[src/rtl/assert_macros.svh]
// Assertion macros shared by the converter RTL.
// Depends on nothing; simulation builds get checks, SYNTH builds get empty bodies.
`ifndef ASSERT_MACROS_SVH
`define ASSERT_MACROS_SVH
`ifndef SYNTH
// Property check sampled on the rising clock edge, off while reset is low.
`define B2I_ASSERT(label, clk, rst_n, prop, msg) \
    label: assert property (@(posedge clk) disable iff (!rst_n) (prop)) else $error(msg);
// Condition that must never be seen on a clock edge outside reset.
`define B2I_NEVER(label, clk, rst_n, cond, msg) \
    `B2I_ASSERT(label, clk, rst_n, !(cond), msg)
`else
`define B2I_ASSERT(label, clk, rst_n, prop, msg)
`define B2I_NEVER(label, clk, rst_n, cond, msg)
`endif
`endif

[src/rtl/b2i_pkg.sv]
// Shared types and constants for the BGRA to I420 converter.
// Used by b2i_color_math and bgra_to_i420_converter; depends on nothing.
package b2i_pkg;

    // Frame limits and derived counter widths.
    localparam int MAX_WIDTH  = 4096;
    localparam int MAX_HEIGHT = 4096;
    localparam int COL_W      = $clog2(MAX_WIDTH);
    localparam int ROW_W      = $clog2(MAX_HEIGHT);

    // Field widths fixed by the interface.
    localparam int PIX_W        = 8;
    localparam int SIZE_W       = 13;
    localparam int LUMA_IDX_W   = 24;
    localparam int CHROMA_IDX_W = 22;
    localparam int CFG_IDX_W    = 2;

    // Register sizes after reset.
    localparam logic [SIZE_W-1:0] RESET_WIDTH  = SIZE_W'(640);
    localparam logic [SIZE_W-1:0] RESET_HEIGHT = SIZE_W'(480);

    // Configuration register indexes.
    localparam logic [CFG_IDX_W-1:0] CFG_FRAME_WIDTH  = CFG_IDX_W'(0);
    localparam logic [CFG_IDX_W-1:0] CFG_FRAME_HEIGHT = CFG_IDX_W'(1);

    // Luma weights (unsigned, sum scaled by 256).
    localparam int LUMA_SUM_W = 16;
    localparam logic [LUMA_SUM_W-1:0] COEF_YR = 16'd77;
    localparam logic [LUMA_SUM_W-1:0] COEF_YG = 16'd150;
    localparam logic [LUMA_SUM_W-1:0] COEF_YB = 16'd29;

    // Chroma weights (signed) and the bias that folds the +128 offset into the floor shift.
    localparam int CHROMA_SUM_W = 18;
    localparam logic signed [CHROMA_SUM_W-1:0] COEF_UR    = -18'sd43;
    localparam logic signed [CHROMA_SUM_W-1:0] COEF_UG    = -18'sd85;
    localparam logic signed [CHROMA_SUM_W-1:0] COEF_UB    =  18'sd128;
    localparam logic signed [CHROMA_SUM_W-1:0] COEF_VR    =  18'sd128;
    localparam logic signed [CHROMA_SUM_W-1:0] COEF_VG    = -18'sd107;
    localparam logic signed [CHROMA_SUM_W-1:0] COEF_VB    = -18'sd21;
    localparam logic signed [CHROMA_SUM_W-1:0] CHROMA_BIAS = 18'sd32768;

    // One pixel without alpha.
    typedef struct packed {
        logic [PIX_W-1:0] blue;
        logic [PIX_W-1:0] green;
        logic [PIX_W-1:0] red;
    } t_rgb;

    // Converted samples of one pixel.
    typedef struct packed {
        logic [PIX_W-1:0] luma;
        logic [PIX_W-1:0] u;
        logic [PIX_W-1:0] v;
    } t_yuv;

endpackage

[src/rtl/b2i_color_math.sv]
// Color conversion of one pixel: full range luma plus point-sampled U and V.
// Depends on b2i_pkg for the weights and the pixel types.
module b2i_color_math (
    input  b2i_pkg::t_rgb i_rgb,
    input  logic          i_chroma_en,
    output b2i_pkg::t_yuv o_yuv
);

    logic [b2i_pkg::LUMA_SUM_W-1:0]          y_sum;
    logic signed [b2i_pkg::CHROMA_SUM_W-1:0] r_s;
    logic signed [b2i_pkg::CHROMA_SUM_W-1:0] g_s;
    logic signed [b2i_pkg::CHROMA_SUM_W-1:0] b_s;
    logic signed [b2i_pkg::CHROMA_SUM_W-1:0] u_sum;
    logic signed [b2i_pkg::CHROMA_SUM_W-1:0] v_sum;

    // Luma: weighted sum fits 16 bits, the top byte is the sample.
    assign y_sum = b2i_pkg::COEF_YR * b2i_pkg::LUMA_SUM_W'(i_rgb.red)
                 + b2i_pkg::COEF_YG * b2i_pkg::LUMA_SUM_W'(i_rgb.green)
                 + b2i_pkg::COEF_YB * b2i_pkg::LUMA_SUM_W'(i_rgb.blue);

    // Zero-extended color components as signed operands.
    assign r_s = signed'(b2i_pkg::CHROMA_SUM_W'(i_rgb.red));
    assign g_s = signed'(b2i_pkg::CHROMA_SUM_W'(i_rgb.green));
    assign b_s = signed'(b2i_pkg::CHROMA_SUM_W'(i_rgb.blue));

    // Chroma: adding 128*256 before the shift gives floor(x/256)+128, always 0..255.
    assign u_sum = b2i_pkg::COEF_UR * r_s + b2i_pkg::COEF_UG * g_s
                 + b2i_pkg::COEF_UB * b_s + b2i_pkg::CHROMA_BIAS;
    assign v_sum = b2i_pkg::COEF_VR * r_s + b2i_pkg::COEF_VG * g_s
                 + b2i_pkg::COEF_VB * b_s + b2i_pkg::CHROMA_BIAS;

    // Chroma samples read as zero on pixels that carry no chroma.
    always_comb begin
        o_yuv.luma = y_sum[15:8];
        if (i_chroma_en) begin
            o_yuv.u = u_sum[15:8];
            o_yuv.v = v_sum[15:8];
        end else begin
            o_yuv.u = '0;
            o_yuv.v = '0;
        end
    end

endmodule

[src/rtl/bgra_to_i420_converter.sv]
// BGRA to I420 pixel converter: top level with frame counters and the two-stage pipeline.
// Depends on b2i_pkg, b2i_color_math and assert_macros.svh.

// The block takes one BGRA pixel per cycle in raster order while the output is not stalled
// and returns one result beat per pixel. The beat passes through the input register and the
// result register and is taken when the output is not stalled. Row and column counters
// advance on every accepted beat and wrap at the configured frame size (a size of 0 acts as
// 1, a size above 4096 acts as 4096); frame_end marks the last pixel of a frame. The plane
// indexes are formed by two multiplies ahead of the input register, and the color weights are
// applied between the input register and the result register, so a stalled output holds
// at most two pixels inside. Write frame_width and frame_height only while no beat is in
// flight; a write does not reset the counters.
module bgra_to_i420_converter (
    input  logic                                i_clk,
    input  logic                                i_rst_n,
    // Configuration write port.
    input  logic                                i_cfg_we,
    input  logic [b2i_pkg::CFG_IDX_W-1:0]       i_cfg_index,
    input  logic [b2i_pkg::SIZE_W-1:0]          i_cfg_data,
    // Pixel input channel.
    input  logic                                i_in_valid,
    output logic                                o_in_ready,
    input  logic [b2i_pkg::PIX_W-1:0]           i_blue,
    input  logic [b2i_pkg::PIX_W-1:0]           i_green,
    input  logic [b2i_pkg::PIX_W-1:0]           i_red,
    // Result output channel.
    output logic                                o_out_valid,
    input  logic                                i_out_ready,
    output logic [b2i_pkg::PIX_W-1:0]           o_luma,
    output logic [b2i_pkg::LUMA_IDX_W-1:0]      o_luma_index,
    output logic                                o_chroma_valid,
    output logic [b2i_pkg::PIX_W-1:0]           o_chroma_u,
    output logic [b2i_pkg::PIX_W-1:0]           o_chroma_v,
    output logic [b2i_pkg::CHROMA_IDX_W-1:0]    o_chroma_index,
    output logic                                o_frame_end
);

    `include "assert_macros.svh"

    localparam int COL_W = b2i_pkg::COL_W;
    localparam int ROW_W = b2i_pkg::ROW_W;
    localparam int SW    = b2i_pkg::SIZE_W;
    localparam int LW    = b2i_pkg::LUMA_IDX_W;
    localparam int CW    = b2i_pkg::CHROMA_IDX_W;

    // Configuration and counter state.
    logic [SW-1:0]    r_frame_width;
    logic [SW-1:0]    r_frame_height;
    logic [COL_W-1:0] r_col;
    logic [ROW_W-1:0] r_row;
    logic [COL_W-1:0] n_col;
    logic [ROW_W-1:0] n_row;

    // Input stage.
    logic             r_s1_valid;
    b2i_pkg::t_rgb    r_s1_rgb;
    logic [LW-1:0]    r_s1_luma_idx;
    logic [CW-1:0]    r_s1_chroma_idx;
    logic             r_s1_cv;
    logic             r_s1_frame_end;

    // Result stage.
    logic             r_out_valid;
    b2i_pkg::t_yuv    r_out_yuv;
    logic [LW-1:0]    r_out_luma_idx;
    logic [CW-1:0]    r_out_chroma_idx;
    logic             r_out_cv;
    logic             r_out_frame_end;

    logic             in_accept;
    logic             out_adv;
    logic [SW-1:0]    w_eff;
    logic [SW-1:0]    h_eff;
    logic             last_col;
    logic             last_row;
    logic             cv;
    logic [LW-1:0]    luma_idx;
    logic [CW-1:0]    chroma_idx;
    b2i_pkg::t_rgb    in_rgb;
    b2i_pkg::t_yuv    yuv;

    // Handshake: the result register frees when empty or taken, the input stage follows it.
    assign out_adv    = !r_out_valid || i_out_ready;
    assign o_in_ready = !r_s1_valid || out_adv;
    assign in_accept  = i_in_valid && o_in_ready;

    // Configuration writes; unknown indexes are dropped.
    always_ff @(posedge i_clk) begin
        if (!i_rst_n) begin
            r_frame_width  <= b2i_pkg::RESET_WIDTH;
            r_frame_height <= b2i_pkg::RESET_HEIGHT;
        end else if (i_cfg_we) begin
            unique case (i_cfg_index)
                b2i_pkg::CFG_FRAME_WIDTH:  r_frame_width  <= i_cfg_data;
                b2i_pkg::CFG_FRAME_HEIGHT: r_frame_height <= i_cfg_data;
                default: ;
            endcase
        end
    end

    // Effective frame size: zero acts as one, oversize acts as the maximum.
    always_comb begin
        if (r_frame_width == '0) begin
            w_eff = SW'(1);
        end else if (r_frame_width > SW'(b2i_pkg::MAX_WIDTH)) begin
            w_eff = SW'(b2i_pkg::MAX_WIDTH);
        end else begin
            w_eff = r_frame_width;
        end
        if (r_frame_height == '0) begin
            h_eff = SW'(1);
        end else if (r_frame_height > SW'(b2i_pkg::MAX_HEIGHT)) begin
            h_eff = SW'(b2i_pkg::MAX_HEIGHT);
        end else begin
            h_eff = r_frame_height;
        end
    end

    // Wrap tests use one extra bit so a counter at its top value cannot overflow.
    assign last_col = ({1'b0, r_col} + (COL_W+1)'(1)) >= (COL_W+1)'(w_eff);
    assign last_row = ({1'b0, r_row} + (ROW_W+1)'(1)) >= (ROW_W+1)'(h_eff);
    assign cv       = !r_row[0] && !r_col[0];

    // Plane indexes of the pixel about to enter.
    assign luma_idx = LW'(LW'(r_row) * LW'(w_eff) + LW'(r_col));
    always_comb begin
        if (cv) begin
            chroma_idx = CW'(CW'(r_row >> 1) * CW'(w_eff >> 1) + CW'(r_col >> 1));
        end else begin
            chroma_idx = '0;
        end
    end

    // Counter advance on an accepted beat.
    always_comb begin
        n_col = r_col;
        n_row = r_row;
        if (in_accept) begin
            if (last_col) begin
                n_col = '0;
                n_row = last_row ? '0 : r_row + ROW_W'(1);
            end else begin
                n_col = r_col + COL_W'(1);
            end
        end
    end

    always_ff @(posedge i_clk) begin
        if (!i_rst_n) begin
            r_col <= '0;
            r_row <= '0;
        end else begin
            r_col <= n_col;
            r_row <= n_row;
        end
    end

    assign in_rgb.blue  = i_blue;
    assign in_rgb.green = i_green;
    assign in_rgb.red   = i_red;

    // Input stage register.
    always_ff @(posedge i_clk) begin
        if (!i_rst_n) begin
            r_s1_valid <= 1'b0;
        end else if (o_in_ready) begin
            r_s1_valid <= i_in_valid;
        end
    end

    always_ff @(posedge i_clk) begin
        if (in_accept) begin
            r_s1_rgb        <= in_rgb;
            r_s1_luma_idx   <= luma_idx;
            r_s1_chroma_idx <= chroma_idx;
            r_s1_cv         <= cv;
            r_s1_frame_end  <= last_col && last_row;
        end
    end

    // Color weights between the two registers.
    b2i_color_math u_color (
        .i_rgb       (r_s1_rgb),
        .i_chroma_en (r_s1_cv),
        .o_yuv       (yuv)
    );

    // Result register.
    always_ff @(posedge i_clk) begin
        if (!i_rst_n) begin
            r_out_valid <= 1'b0;
        end else if (out_adv) begin
            r_out_valid <= r_s1_valid;
        end
    end

    always_ff @(posedge i_clk) begin
        if (out_adv && r_s1_valid) begin
            r_out_yuv        <= yuv;
            r_out_luma_idx   <= r_s1_luma_idx;
            r_out_chroma_idx <= r_s1_chroma_idx;
            r_out_cv         <= r_s1_cv;
            r_out_frame_end  <= r_s1_frame_end;
        end
    end

    assign o_out_valid    = r_out_valid;
    assign o_luma         = r_out_yuv.luma;
    assign o_luma_index   = r_out_luma_idx;
    assign o_chroma_valid = r_out_cv;
    assign o_chroma_u     = r_out_yuv.u;
    assign o_chroma_v     = r_out_yuv.v;
    assign o_chroma_index = r_out_chroma_idx;
    assign o_frame_end    = r_out_frame_end;

    // A full input stage that cannot move on keeps its beat.
    `B2I_ASSERT(a_s1_hold, i_clk, i_rst_n, (r_s1_valid && !out_adv) |=> r_s1_valid, "s1 lost")
    // The column counter returns to zero after the last pixel of a row.
    `B2I_ASSERT(a_col_wrap, i_clk, i_rst_n, (in_accept && last_col) |=> (r_col == '0), "no wrap")
    // Chroma sites sit on even rows and columns, so their luma index is even.
    `B2I_NEVER(a_chroma_even, i_clk, i_rst_n, r_out_valid && r_out_cv && r_out_luma_idx[0], "odd")

endmodule
[config.mk]
export PLATFORM = sky130hd
export DESIGN_NAME = bgra_to_i420_converter
export DESIGN_NICKNAME = d
export VERILOG_FILES = /design/src/rtl/b2i_pkg.sv /design/src/rtl/b2i_color_math.sv /design/src/rtl/bgra_to_i420_converter.sv
export VERILOG_INCLUDE_DIRS = /design/src /design/src/rtl
export SDC_FILE = /design/constraint.sdc
export NUM_CORES = 1
export LEC_CHECK = 0
export BUFFER_PORTS_ARGS = -buffer_cell sky130_fd_sc_hd__buf_2
export CORE_MARGIN = 2
export CORE_UTILIZATION = 43
export DETAILED_ROUTE_END_ITERATION = 6
export PLACE_DENSITY = 0.62
export SLEW_MARGIN = 0
export SYNTH_ARGS = -nofsm -noshare
export SYNTH_HDL_FRONTEND = slang
export SYNTH_SLANG_ARGS = --single-unit
[constraint.sdc]
create_clock -name i_clk -period 6.8 [get_ports i_clk]
set_clock_uncertainty 0.15 [all_clocks]
set_input_delay 0.34 -clock i_clk [delete_from_list [all_inputs] [get_ports i_clk]]
set_output_delay 0.34 -clock i_clk [all_outputs]
set_load 0.005 [all_outputs]
---- Yosys cells after proc, flatten, opt, wreduce, memory -nomap -nowiden ----
Cells that the tools add are included.
word-level totals
  bits in registers ....................... 196
  input bits .............................. 44
  output and inout bits ................... 74
  word-level logic and storage cells ...... 70
cells by class
  add/subtract/negate cells ............... 14
  multiply operators ...................... 9
  magnitude comparators ................... 4
  eq/ne operators ......................... 1
  multiplexer cells ....................... 6
  reductions and logical operators ........ 16
operators by type and width
  operator                number
  $add 16x16->16          4
  $mux 13                 4
  $add 16x16->16 const B  2
  $mul 8x9->16 const A    2
  $mul 7x8->15 const A    2
  $add 12x1->13 const B   2
  $ge 13x13->1            2
  $gt 13x13->1 const B    2
  $logic_not 13->1        2
  $add 12x1->12 const B   2
  $add 24x12->24          1
  $mul 12x13->24          1
  $mux 12                 2
  $add 22x11->22          1
  $mul 11x12->22          1
  $add 15x16->16          1
  $add 16x13->16          1
  $mul 7x9->16 const A    1
  $mul 6x9->15 const A    1
  $mul 5x8->13 const A    1
  $reduce_and 2->1        3
  $logic_and 1x1->1       4
  $logic_not 1->1         4
  $eq 2x1->1 const B      1
  2 further kinds         3

---- Longest topological paths before layout ----
Gate-level depths: netlist of the first run.
  word-level depth ........................ 5
  gate-level depth with buffers ........... 30
  mapped depth without buffers ............ 30

---- By module ----
Synthesis of the first run repeated with hierarchy kept, for this count alone.
second synthesis, totals
  cell total of the unflattened synthesis .. 2327
  area total of the unflattened synthesis .. 23242.3 um^2
modules (own cells, without submodules)
  module                  instances  cells an instance  area each (um^2)  sequential area each (um^2)
  bgra_to_i420_converter  1          1498               15295.9           5365.1
  b2i_color_math          1          829                7946.4            0.0

---- Worst setup path after synthesis of the first run ----
Ideal clock, no wire load.
  kind .................................... flip-flop to flip-flop
  from .................................... register r_s1_rgb[18] in the netlist's numbering
  to ...................................... register r_out_yuv, in the netlist o_chroma_v[7] (data pin)
  setup time .............................. 266 ps
  arrival time ............................ 6525 ps
  required time ........................... 6384 ps
  slack ................................... -141 ps
  cell stages (with the launch flop) ...... 29
  path buffers ............................ 0
  clock period less this slack ............ 6941 ps
  path through ............................ edfxtp_1 -> inv_1 -> ha_1 -> inv_1 -> ha_1 -> inv_1 -> fa_1 -> fa_1 -> inv_1 -> ha_1 -> a21o_1 -> a21oi_1 -> nor2b_1 -> o21a_1 -> nor2_1 -> xnor2_1 -> ha_1 -> inv_1 -> fa_1 -> fa_1 -> fa_1 -> inv_1 -> ha_1 -> a21o_1 -> a41oi_1 -> o21ai_1 -> o31ai_1 -> xnor2_1 -> nor2_1
between the ends
  word-level cells in the longest chain between the ends .. 3
RTL lines
  what                          line                           text
  start: declaration            bgra_to_i420_converter.sv:56   b2i_pkg::t_rgb r_s1_rgb;
  start signal: assignment      bgra_to_i420_converter.sv:173  r_s1_rgb <= in_rgb;
  $mul 6x9->15                  b2i_color_math.sv:30           + b2i_pkg::COEF_VB * b_s + b2i_pkg::CHROMA_BIAS;
  $add 16x16->16 (2 in series)  b2i_color_math.sv:30
  end signal: assignment        bgra_to_i420_converter.sv:199  r_out_yuv <= yuv;
  end: declaration              bgra_to_i420_converter.sv:64   b2i_pkg::t_yuv r_out_yuv;
Every way passes these cells.
A chain may end at the register's enable or synchronous reset.

---- Final worst setup path of the first run ----
  from .................................... register r_s1_rgb[20] in the netlist's numbering
  to ...................................... register r_out_yuv, in the netlist o_chroma_v[7] (data pin)
The elaborated chain is that of the path after synthesis.

==> flow_summary.yaml, run 1 <==
worst_setup_path:
  cp_max_fo: 4
  critical_path.startpoint_type: "register"
  regToRegSetupSlack_ns: 0.1
  reg2reg_from: "r_s1_rgb[20]$_DFFE_PP_"
  r2r_end: "o_chroma_v[7]$_SDFFCE_PN0P_"
  worst_ep_required_time_ns: 6.88
  critPathKind: "reg -> reg"
  end_kind: "register"
  cp.arrival_ns: 6.79
  r2r_cells: 27
grt:
  antenna_found_initial: 0
  grt-ovfl-total: 0
  grt_max_degree: 79
  first_global_vias: 18439
  grt_use_total: 0.2113
  grt_pass1_wl_mm: 92.94
floorplan:
  die_h_um: 238.4
  die_x_um: 238.4
  initial_core_util: 0.4366
  rows: 85
  die_area_sq_um: 56860
  io_pins: 118
  core_area_sq_um: 54130
yosys:
  synthTopCellsByArea: "fa_1, ha_1, edfxtp_1, inv_1, dfxtp_1"
  async_flop_share: 0
  synthSimpleGateAreaFrac: 0.1101
  syn_area_sq_um: 23640
  synth_xor_xnor_area_share: 0.03594
  synth-compound-area-share: 0.06548
  synthAdderAreaFrac: 0.4527
  synth_top_area_share: 0.2600
  ys_ff_latch: 196
  synthDistinctLibCells: 73
  ys_seq_area_frac: 0.2270
  yosysTopAreaCell: "fa_1"
  synth.area.mux_share: 0.001376
  synth_edf_count: 144
  syn-num-nets: 3120
  ys.warnings.count: 0
  synth_top_family_by_area: "adder cells"
  ys.flop_type: "edfxtp_1"
  synth_cells: 2405
  avgSynthCellArea_sq_um: 9.828
worst_hold_path:
  holdPathEnd: "r_frame_height[7]$_SDFFE_PN1P_"
  hold_path_depth: 2
  min_from: "i_rst_n"
  hp-class: "in -> reg"
power_and_ir_drop:
  p_int_mw: 5.242
  vdd_drop_max_mv: 0.4309
  power_switching_mw: 4.044
  finalPower_mw: 9.286
  seqPwrFrac: 0.187
  power_leakage_nw: 13.67
  pwr-share-clk: 0.109
  p_comb_frac: 0.704
  swShare: 0.4355
  powerDensity_nw_per_um2: 343.5
sta:
  setup_viol: 0
  finalMaxSlewViolations: 0
  rsz0062_at_grt: "true"
  fin_crit_sh: 0.9856
  tightest_slew_ns: 1.189
  fmax_mhz: 149.2
  relSlewSlack: 0.2059
  hold_viol: 0
  min_period_ns: 6.702
clocking:
  cts_tree: "done"
  cts_max_level: 4
  clock-sinks: 196
  cts.clk_slew.worst_paths_ns: 0.08
  cts_buffers: 17
  clockBufferDepth: 2
  cts-root-buf: "clkbuf_16"
  worstSkewPairLatency_ns: 0.49
cells_and_area:
  nets: 3358
  seqCellArea_sq_um: 5365
  nFillCells: 4974
  layout_commonest_cell: "inv_1"
  multi_input_area_sq_um: 15980
  area_delta_synth_final_pct: 14.37
  final_cell_mix: "inv_1, ha_1, fa_1, nand2_1, edfxtp_1"
  fin_area_sq_um: 27030
  drive_gt1_frac: 0.1247
route:
  wl_per_cell_um: 16.99
  dr.pass1.iters: 4
  drt-total-wl_mm: 56.96
  num_vias: 16909
  post-route-drc-count: 0
  drt-initial-drc-count: 757
  ant_nets: 0
  viasPerCell: 5.044
job:
  max_cap_violations: 0
placed_design:
  hpwl_mm: 47.09
  gp_congestion: 0.9027
  dpl_cell_area_sq_um: 25800
  numPortBuffers: 117
status:
  status: "complete, no violations"
==> state kept, by name, indices dropped and copies added, names as in the netlist, 12 cells and up <==
| signal | cells |
|---|---|
| o_luma_index | 24 |
| r_s1_luma_idx | 24 |
| r_s1_rgb | 24 |
| o_chroma_index | 22 |
| r_s1_chroma_idx | 22 |
| r_frame_height | 13 |
| r_frame_width | 13 |
| r_col | 12 |
| r_row | 12 |
==> metrics by stage <==
| step | cells | setup WS (ns) | hold WS (ns) | TNS [ns] | util |
|---|---|---|---|---|---|
| after floorplan | 2405 | 0.01139 | 0.2503 | 0 | - |
| after global placement | 3273 | -0.01149 | 0.2565 | -0.01149 | 0.4766 |
| after detailed placement | 3273 | -0.07479 | 0.2554 | -0.07479 | 0.4766 |
| after CTS | 3343 | 0.007073 | 0.005144 | 0 | 0.4946 |
| after global routing | 3351 | -0.1298 | 0.02123 | -0.2608 | 0.4993 |
| final | 3352 | 0.09796 | 0.03454 | 0 | 0.4993 |
==> metal layers <==
metal	track usage	share of wire	up-vias
met4	0.07936	0.033	0
met2	0.4071	0.54	282
met1	0.2343	0.40	8451
met5	0	0	-
met3	0.02846	0.027	80
li1	-	-	8096
==> power by group through the flow <==
stage	registers, mW	clock network, mW	logic, mW
after global routing	1.75	1.08	7.51
after CTS	1.74	1.04	6.22
after global placement	1.77	0	5.94
after detailed placement	1.77	0	6.12
final	1.74	1.01	6.54
after floorplan	1.76	0	4.49
==> final cells by class <==
| type | count | area share |
|---|---|---|
| diodes | 1 | 0.00009258 |
| clock buffers | 17 | 0.01574 |
| clock inverters | 14 | 0.005277 |
| inverters | 614 | 0.08535 |
| multi-input cells | 1535 | 0.5913 |
| flip-flops and latches | 196 | 0.1985 |
| well taps | 696 | 0.03222 |
| repair buffers | 279 | 0.07151 |
==> cells in the mapped netlist, types with 3 or more instances <==
| library cell | instances |
|---|---|
| nand2_1 | 200 |
| or3_1 | 7 |
| dfxtp_1 | 52 |
| a41oi_1 | 5 |
| o21bai_1 | 5 |
| nand3b_1 | 3 |
| and3_1 | 21 |
| nand2b_1 | 6 |
| o31ai_1 | 6 |
| o21a_1 | 9 |
| clkbuf_1 | 52 |
| inv_1 | 613 |
| a211oi_1 | 5 |
| nand3_1 | 31 |
| a22o_1 | 3 |
| buf_2 | 4 |
| a21boi_0 | 3 |
| nor3_1 | 32 |
| a31oi_1 | 13 |
| or2_2 | 3 |
| a21oi_1 | 86 |
| o211ai_1 | 9 |
| or4_1 | 8 |
| ha_1 | 364 |
| and2_1 | 72 |
| nor2b_1 | 26 |
| xor2_1 | 25 |
| nor3b_1 | 7 |
| o21ai_0 | 22 |
| o41ai_2 | 3 |
| a21o_1 | 26 |
| fa_1 | 307 |
| o21ai_1 | 14 |
| nand4_1 | 12 |
| buf_1 | 3 |
| a22oi_1 | 3 |
| xnor2_1 | 72 |
| nor2_1 | 72 |
| edfxtp_1 | 144 |
| nor4_1 | 13 |
==> how the worst max path moves through the flow <==
stage	start	to	cells past startpoint
2_1_floorplan	r_s1_rgb[18]$_DFFE_PP_	o_chroma_v[7]$_SDFFCE_PN0P_	28
3_3_place_gp	r_s1_rgb[20]$_DFFE_PP_	o_chroma_v[7]$_SDFFCE_PN0P_	27
3_5_place_dp	r_s1_rgb[20]$_DFFE_PP_	o_chroma_v[7]$_SDFFCE_PN0P_	26
4_1_cts	r_s1_rgb[20]$_DFFE_PP_	o_chroma_v[7]$_SDFFCE_PN0P_	27
5_1_grt	r_s1_rgb[20]$_DFFE_PP_	o_chroma_v[7]$_SDFFCE_PN0P_	27
6_report	r_s1_rgb[20]$_DFFE_PP_	o_chroma_v[7]$_SDFFCE_PN0P_	27
==> what timing repair did <==
action / 4_1_cts / 5_1_grt
endpoints found under the setup margin: 1 / 10
endpoints found under the hold margin: 51 / 0
setup buffers: 1 / 8
hold buffers: 38 / 0
pin swaps: 1 / 53
gates resized for setup: 3 / 37
==> cell families (layout without fill, tap and decap cells) <==
logic type               after synthesis  count (layout)
AO/OA/AOI/OAI                        237             237
buffers and inverters                674             924
adder cells (fa/ha/maj)              671             671
AND/OR/NAND/NOR                      527             527
flip-flops                           196             196
multiplexers                           3               3
other                                  0               1
XOR/XNOR                              97              97
==> critical path, stage by stage, from the launching register on <==
cell	delay (ns)
edfxtp_1	0.46
ha_1	0.33
inv_2	0.05
ha_4	0.25
inv_2	0.03
fa_1	0.45
fa_1	0.51
inv_2	0.06
ha_4	0.21
a21o_1	0.19
a21oi_2	0.14
nor2b_1	0.06
o21a_1	0.21
buf_6	0.12
o41ai_4	0.36
xnor2_2	0.13
fa_1	0.52
fa_1	0.52
inv_1	0.05
fa_1	0.49
inv_2	0.05
ha_4	0.23
a21o_1	0.16
a21oi_2	0.13
o21ai_2	0.09
o31ai_2	0.29
xnor2_1	0.15
nor2_1	0.05
Note: power is estimated with default switching activity, not from simulation.
==> run 2: changes to the inputs <==
--- a/config.mk
+++ b/config.mk
@@ -8,9 +8,9 @@
 export LEC_CHECK = 0
 export BUFFER_PORTS_ARGS = -buffer_cell sky130_fd_sc_hd__buf_2
 export CORE_MARGIN = 2
-export CORE_UTILIZATION = 43
+export CORE_UTILIZATION = 55
 export DETAILED_ROUTE_END_ITERATION = 6
-export PLACE_DENSITY = 0.62
+export PLACE_DENSITY = 0.76
 export SLEW_MARGIN = 0
 export SYNTH_ARGS = -nofsm -noshare
 export SYNTH_HDL_FRONTEND = slang
==> run 2 against run 1 <==
Register-to-register slack is essentially flat. Sequential share of layout area increased by 0.080 points. Non-clock buffer count shrank 8. Cell area fell by 0.40%. Combinational power rose by 6.9%. Clock power increased by 4%. Die area is 21% lower. Critical path type unchanged. Critical endpoint unchanged.
==> flow_summary.yaml, run 2 (same netlist as run 1, synthesis figures left out) <==
status:
  status: "complete, no violations"
route:
  wl_per_cell_um: 17.60
  viasPerCell: 5.413
  drt-initial-drc-count: 910
  ant_nets: 0
  post-route-drc-count: 0
  dr.pass1.iters: 6
  drt-total-wl_mm: 56.09
  num_vias: 17250
floorplan:
  core_area_sq_um: 42230
  rows: 75
  io_pins: 118
  initial_core_util: 0.5597
  die_area_sq_um: 44650
  die_h_um: 211.3
  die_x_um: 211.3
sta:
  tightest_slew_ns: 1.184
  rsz0062_at_grt: "true"
  hold_viol: 0
  fin_ws_ns: 0.1119
  finalMaxSlewViolations: 0
  fin_crit_sh: 0.9835
  min_period_ns: 6.688
  relSlewSlack: 0.2089
  fmax_mhz: 149.5
  setup_viol: 0
  tns_ns: 0
placed_design:
  hpwl_mm: 45.89
  dp_slack_ns: -0.1272
  gp_congestion: 0.9744
  dp.cells: 3101
  numPortBuffers: 117
power_and_ir_drop:
  power_leakage_nw: 13.66
  finalPower_mw: 9.779
  powerDensity_nw_per_um2: 363.2
  vdd_drop_max_mv: 0.5145
grt:
  grt-ovfl-total: 0
  first_global_vias: 18758
  antenna_found_initial: 0
  grt_max_degree: 69
  grt_use_total: 0.2678
  grt_pass1_wl_mm: 92.19
clocking:
  clockBufferDepth: 2
  cts.clk_slew.worst_paths_ns: 0.08
  cts-root-buf: "clkbuf_16"
  cts_tree: "done"
  cts_buffers: 17
  clock-sinks: 196
  cts_max_level: 4
  worstSkewPairLatency_ns: 0.49
worst_setup_path:
  end_kind: "register"
  cp_max_fo: 3
  critical_path.startpoint_type: "register"
  worst_ep_required_time_ns: 6.86
  critPathKind: "reg -> reg"
  cp.arrival_ns: 6.75
worst_hold_path:
  hp-class: "in -> reg"
job:
  max_cap_violations: 0
cells_and_area:
  drive_gt1_frac: 0.1242
  final_cell_mix: "inv_1, ha_1, fa_1, nand2_1, edfxtp_1"
  diodes: 0
  layout_commonest_cell: "inv_1"
  area_delta_synth_final_pct: 13.91
  final_cells: 3187
  nets: 3350
run 2: what timing repair did:
item / CTS / global route
setup endpoints to repair: 3 / 7
resized for setup: 3 / 53
endpoints found under the hold margin: 51 / 0
pin swaps: 12 / 52
gates cloned: 0 / 0
hold buffers: 42 / 0
setup buffers: 3 / 9
run 2: critical path, cell delays in order, from the launching register on:
cell and delay (ns):
edfxtp_1 0.45, ha_1 0.31, inv_2 0.05, ha_4 0.26
inv_2 0.04, fa_1 0.46, fa_1 0.51, inv_2 0.06
ha_4 0.20, a21o_1 0.18, a21oi_2 0.14, nor2b_1 0.06
o21a_1 0.21, nor2_2 0.12, xnor2_1 0.08, ha_1 0.28
inv_2 0.04, fa_1 0.52, fa_1 0.44, fa_1 0.52
inv_2 0.05, ha_4 0.23, a21o_1 0.20, a41oi_4 0.26
o21ai_4 0.12, o31ai_4 0.28, xnor2_2 0.14, nor2_1 0.06
run 2: power by group:
part | internal (mW) | leakage, nW | total (mW) | switching [mW]
Clock | 0.517 | 0.300 | 1.05 | 0.532
Sequential | 1.67 | 1.83 | 1.74 | 0.0739
Combinational | 3.31 | 11.5 | 6.99 | 3.68
run 2: stage by stage:
| stage | utilization | cell area (sq um) | hold WS, ns |
|---|---|---|---|
| after floorplan | - | 23680 | 0.2503 |
| after global routing | 0.6375 | 26920 | 0.03771 |
| final | 0.6375 | 26920 | 0.04693 |
| after detailed placement | 0.6037 | 25490 | 0.2545 |
| after global placement | 0.6037 | 25490 | 0.2568 |
| after CTS | 0.6292 | 26570 | 0.002818 |
run 2: path summary, 6_finish.rpt:
| path | from | to | slack, ns | cells past startpoint |
|---|---|---|---|---|
| worst max register to register | r_s1_rgb[20]$_DFFE_PP_ | o_chroma_v[7]$_SDFFCE_PN0P_ | 0.11 | 27 |
| worst min register to register | r_s1_chroma_idx[8]$_SDFFCE_PN0P_ | o_chroma_index[8]$_DFFE_PP_ | 0.27 | 0 |
| worst max-delay path | r_s1_rgb[20]$_DFFE_PP_ | o_chroma_v[7]$_SDFFCE_PN0P_ | 0.11 | 27 |
| worst min-delay path | i_rst_n | r_frame_width[7]$_SDFFE_PN1P_ | 0.05 | 2 |
run 2: layout make-up:
cell class,count,area (sq um)
sequential,196,5365
tap,539,674.4
clock buffer,18,450.4
timing repair buffer,271,1891
clock inverter,14,172.7
fill,3344,15310
multi-input combinational,1535,16060
inverter,614,2306
run 2: per-layer routing:
layer | share of wire | GRT usage | vias to the layer above | routed length [um]
met5 | 0 | 0 | - | 0
met3 | 0.041 | 0.04154 | 154 | 2291
li1 | - | - | 8069 | -
met2 | 0.52 | 0.4867 | 447 | 29350
met1 | 0.38 | 0.2984 | 8580 | 21140
met4 | 0.059 | 0.1525 | 0 | 3313
==> run 3: changes to the inputs <==
--- a/config.mk
+++ b/config.mk
@@ -10,7 +10,7 @@
 export CORE_MARGIN = 2
 export CORE_UTILIZATION = 55
 export DETAILED_ROUTE_END_ITERATION = 6
-export PLACE_DENSITY = 0.76
+export PLACE_DENSITY = 0.81
 export SLEW_MARGIN = 0
 export SYNTH_ARGS = -nofsm -noshare
 export SYNTH_HDL_FRONTEND = slang
==> run 3 against run 2 <==
Global-route usage down 0.26 points. Core utilization down 0.41 points. Cell count down 0.31%. Die area unchanged. Clock power about the same. Flip-flop and latch count unchanged. Maximum frequency down 0.98%. Register-to-register slack worse by 0.07 ns. Total power down 1.6%. Sequential share of layout area up 0.13 points. Routed wire length down 0.34%. Critical path type unchanged. Largest power group unchanged. Highest routed layer unchanged.
==> flow_summary.yaml, run 3 (same netlist as run 1, synthesis figures left out) <==
status:
  status: "complete, no violations"
power_and_ir_drop:
  p_int_mw: 5.402
  power_leakage_nw: 13.59
  seqPwrFrac: 0.180
  p_comb_frac: 0.710
  pwr-share-clk: 0.109
  swShare: 0.4385
  power_switching_mw: 4.219
  powerDensity_nw_per_um2: 359.6
  vdd_drop_max_mv: 0.4061
floorplan:
  io_pins: 118
  die_area_sq_um: 44650
  core_area_sq_um: 42230
  die_x_um: 211.3
  die_h_um: 211.3
  rows: 75
  initial_core_util: 0.5597
clocking:
  cts_tree: "done"
  clockBufferDepth: 2
  worstSkewPairLatency_ns: 0.49
  cts-root-buf: "clkbuf_16"
  clock-sinks: 196
  cts.clk_slew.worst_paths_ns: 0.08
  cts_max_level: 4
  cts_buffers: 17
sta:
  whs_ns: 0.06811
  relSlewSlack: 0.3304
  setup_viol: 0
  fin_ws_ns: 0.04538
  fmax_mhz: 148.0
  fin_crit_sh: 0.9933
  finalMaxSlewViolations: 0
  tightest_slew_ns: 0.9983
  rsz0062_at_grt: "true"
  min_period_ns: 6.755
  hold_viol: 0
route:
  dr.pass1.iters: 6
  viasPerCell: 5.377
  wl_per_cell_um: 17.59
  ant_nets: 0
  post-route-drc-count: 0
  drt-initial-drc-count: 1015
  num_vias: 17084
  drt-total-wl_mm: 55.90
cells_and_area:
  final_cells: 3177
  diodes: 0
  drive_gt1_frac: 0.1190
  fin_area_sq_um: 26750
  nFillCells: 3346
  nets: 3340
  area_delta_synth_final_pct: 13.18
  layout_commonest_cell: "inv_1"
  finish.utilization: 0.6335
  final_cell_mix: "inv_1, ha_1, fa_1, nand2_1, edfxtp_1"
grt:
  grt_max_degree: 66
  first_global_vias: 18633
  grt_pass1_wl_mm: 91.42
  antenna_found_initial: 0
  grt_use_total: 0.2652
  grt-ovfl-total: 0
placed_design:
  numPortBuffers: 117
  dp_slack_ns: -0.1800
  dp.cells: 3090
  dpl_cell_area_sq_um: 25380
  hpwl_mm: 45.72
  gp_congestion: 0.9607
worst_setup_path:
  cp_max_fo: 3
  cp.arrival_ns: 6.82
  critical_path.startpoint_type: "register"
  end_kind: "register"
  critPathKind: "reg -> reg"
  worst_ep_required_time_ns: 6.86
job:
  max_cap_violations: 0
worst_hold_path:
  hp-class: "in -> reg"
run 3: cell types whose count changed in the layout (fill, tap and decap cells not counted), moves of 2 or more:
cell / before / now
buf_12: 2 / 0
buf_4: 105 / 103
buf_6: 5 / 0
clkinv_8: 6 / 4
clkinvlp_4: 0 / 2
inv_1: 601 / 604
inv_2: 11 / 7
xnor2_1: 69 / 71
xnor2_2: 3 / 1
run 3: metrics by stage:
step | setup TNS, ns | power, mW
finish | 0 | 9.621
CTS | 0 | 9.067
global route | -0.7385 | 10.68
global placement | 0 | 7.520
detailed placement | -0.2557 | 7.851
floorplan | 0 | 6.256
run 3: final timing paths:
path	start	end	slack (ns)	depth (start not counted)
setup reg to reg	r_s1_rgb[20]$_DFFE_PP_	o_chroma_v[7]$_SDFFCE_PN0P_	0.05	27
hold reg to reg	r_s1_frame_end$_DFFE_PP_	o_frame_end$_DFFE_PP_	0.27	0
hold / removal	i_out_ready	o_out_valid$_SDFFE_PN0P_	0.07	4
setup / recovery	r_s1_rgb[20]$_DFFE_PP_	o_chroma_v[7]$_SDFFCE_PN0P_	0.05	27
run 3: worst max-delay path, stage by stage, from the launching register on:
cell and delay, ns:
edfxtp_1 0.47, ha_4 0.32, inv_4 0.04, ha_4 0.24
inv_2 0.03, fa_1 0.47, fa_1 0.53, inv_2 0.06
ha_4 0.20, a21o_1 0.18, a21oi_2 0.15, nor2b_1 0.06
o21a_2 0.23, nor2_4 0.11, xnor2_2 0.07, ha_1 0.31
inv_2 0.04, fa_1 0.49, fa_1 0.45, fa_1 0.57
inv_2 0.05, ha_4 0.22, a21o_1 0.20, a41oi_4 0.27
o21ai_4 0.11, o31ai_4 0.25, xnor2_1 0.15, nor2_1 0.06
run 3: cell type report:
| type | instances | area (sq um) | share of cell area |
|---|---|---|---|
| flip-flops and latches | 196 | 5365 | 0.2006 |
| repair buffers | 261 | 1769 | 0.06614 |
| well taps | 539 | 674.4 | 0.02521 |
| multi-input cells | 1535 | 16020 | 0.5989 |
| inverters | 614 | 2308 | 0.08630 |
| clock buffers | 17 | 425.4 | 0.01590 |
| clock inverters | 15 | 187.7 | 0.007016 |
run 3: power by group through the flow:
stage / Clock (mW) / Combinational (mW) / Sequential, mW
2_1_floorplan: 0 / 4.49 / 1.76
3_3_place_gp: 0 / 5.76 / 1.76
3_5_place_dp: 0 / 6.09 / 1.76
4_1_cts: 1.07 / 6.26 / 1.74
5_1_grt: 1.11 / 7.82 / 1.75
6_report: 1.05 / 6.83 / 1.74
run 3: metal layers:
layer	wire length, um	up-vias	GRT usage
li1	-	8048	-
met1	21220	8433	0.2919
met2	29480	451	0.4913
met3	2149	152	0.04391
met4	3040	0	0.1353
met5	0	-	0
run 3: what timing repair did:
action	CTS	global route
endpoints found under the setup margin	3	10
pin swaps	26	44
gates resized for setup	9	34
endpoints found under the hold margin	51	0
gates cloned	0	0
hold buffers	41	0
setup buffers	8	7
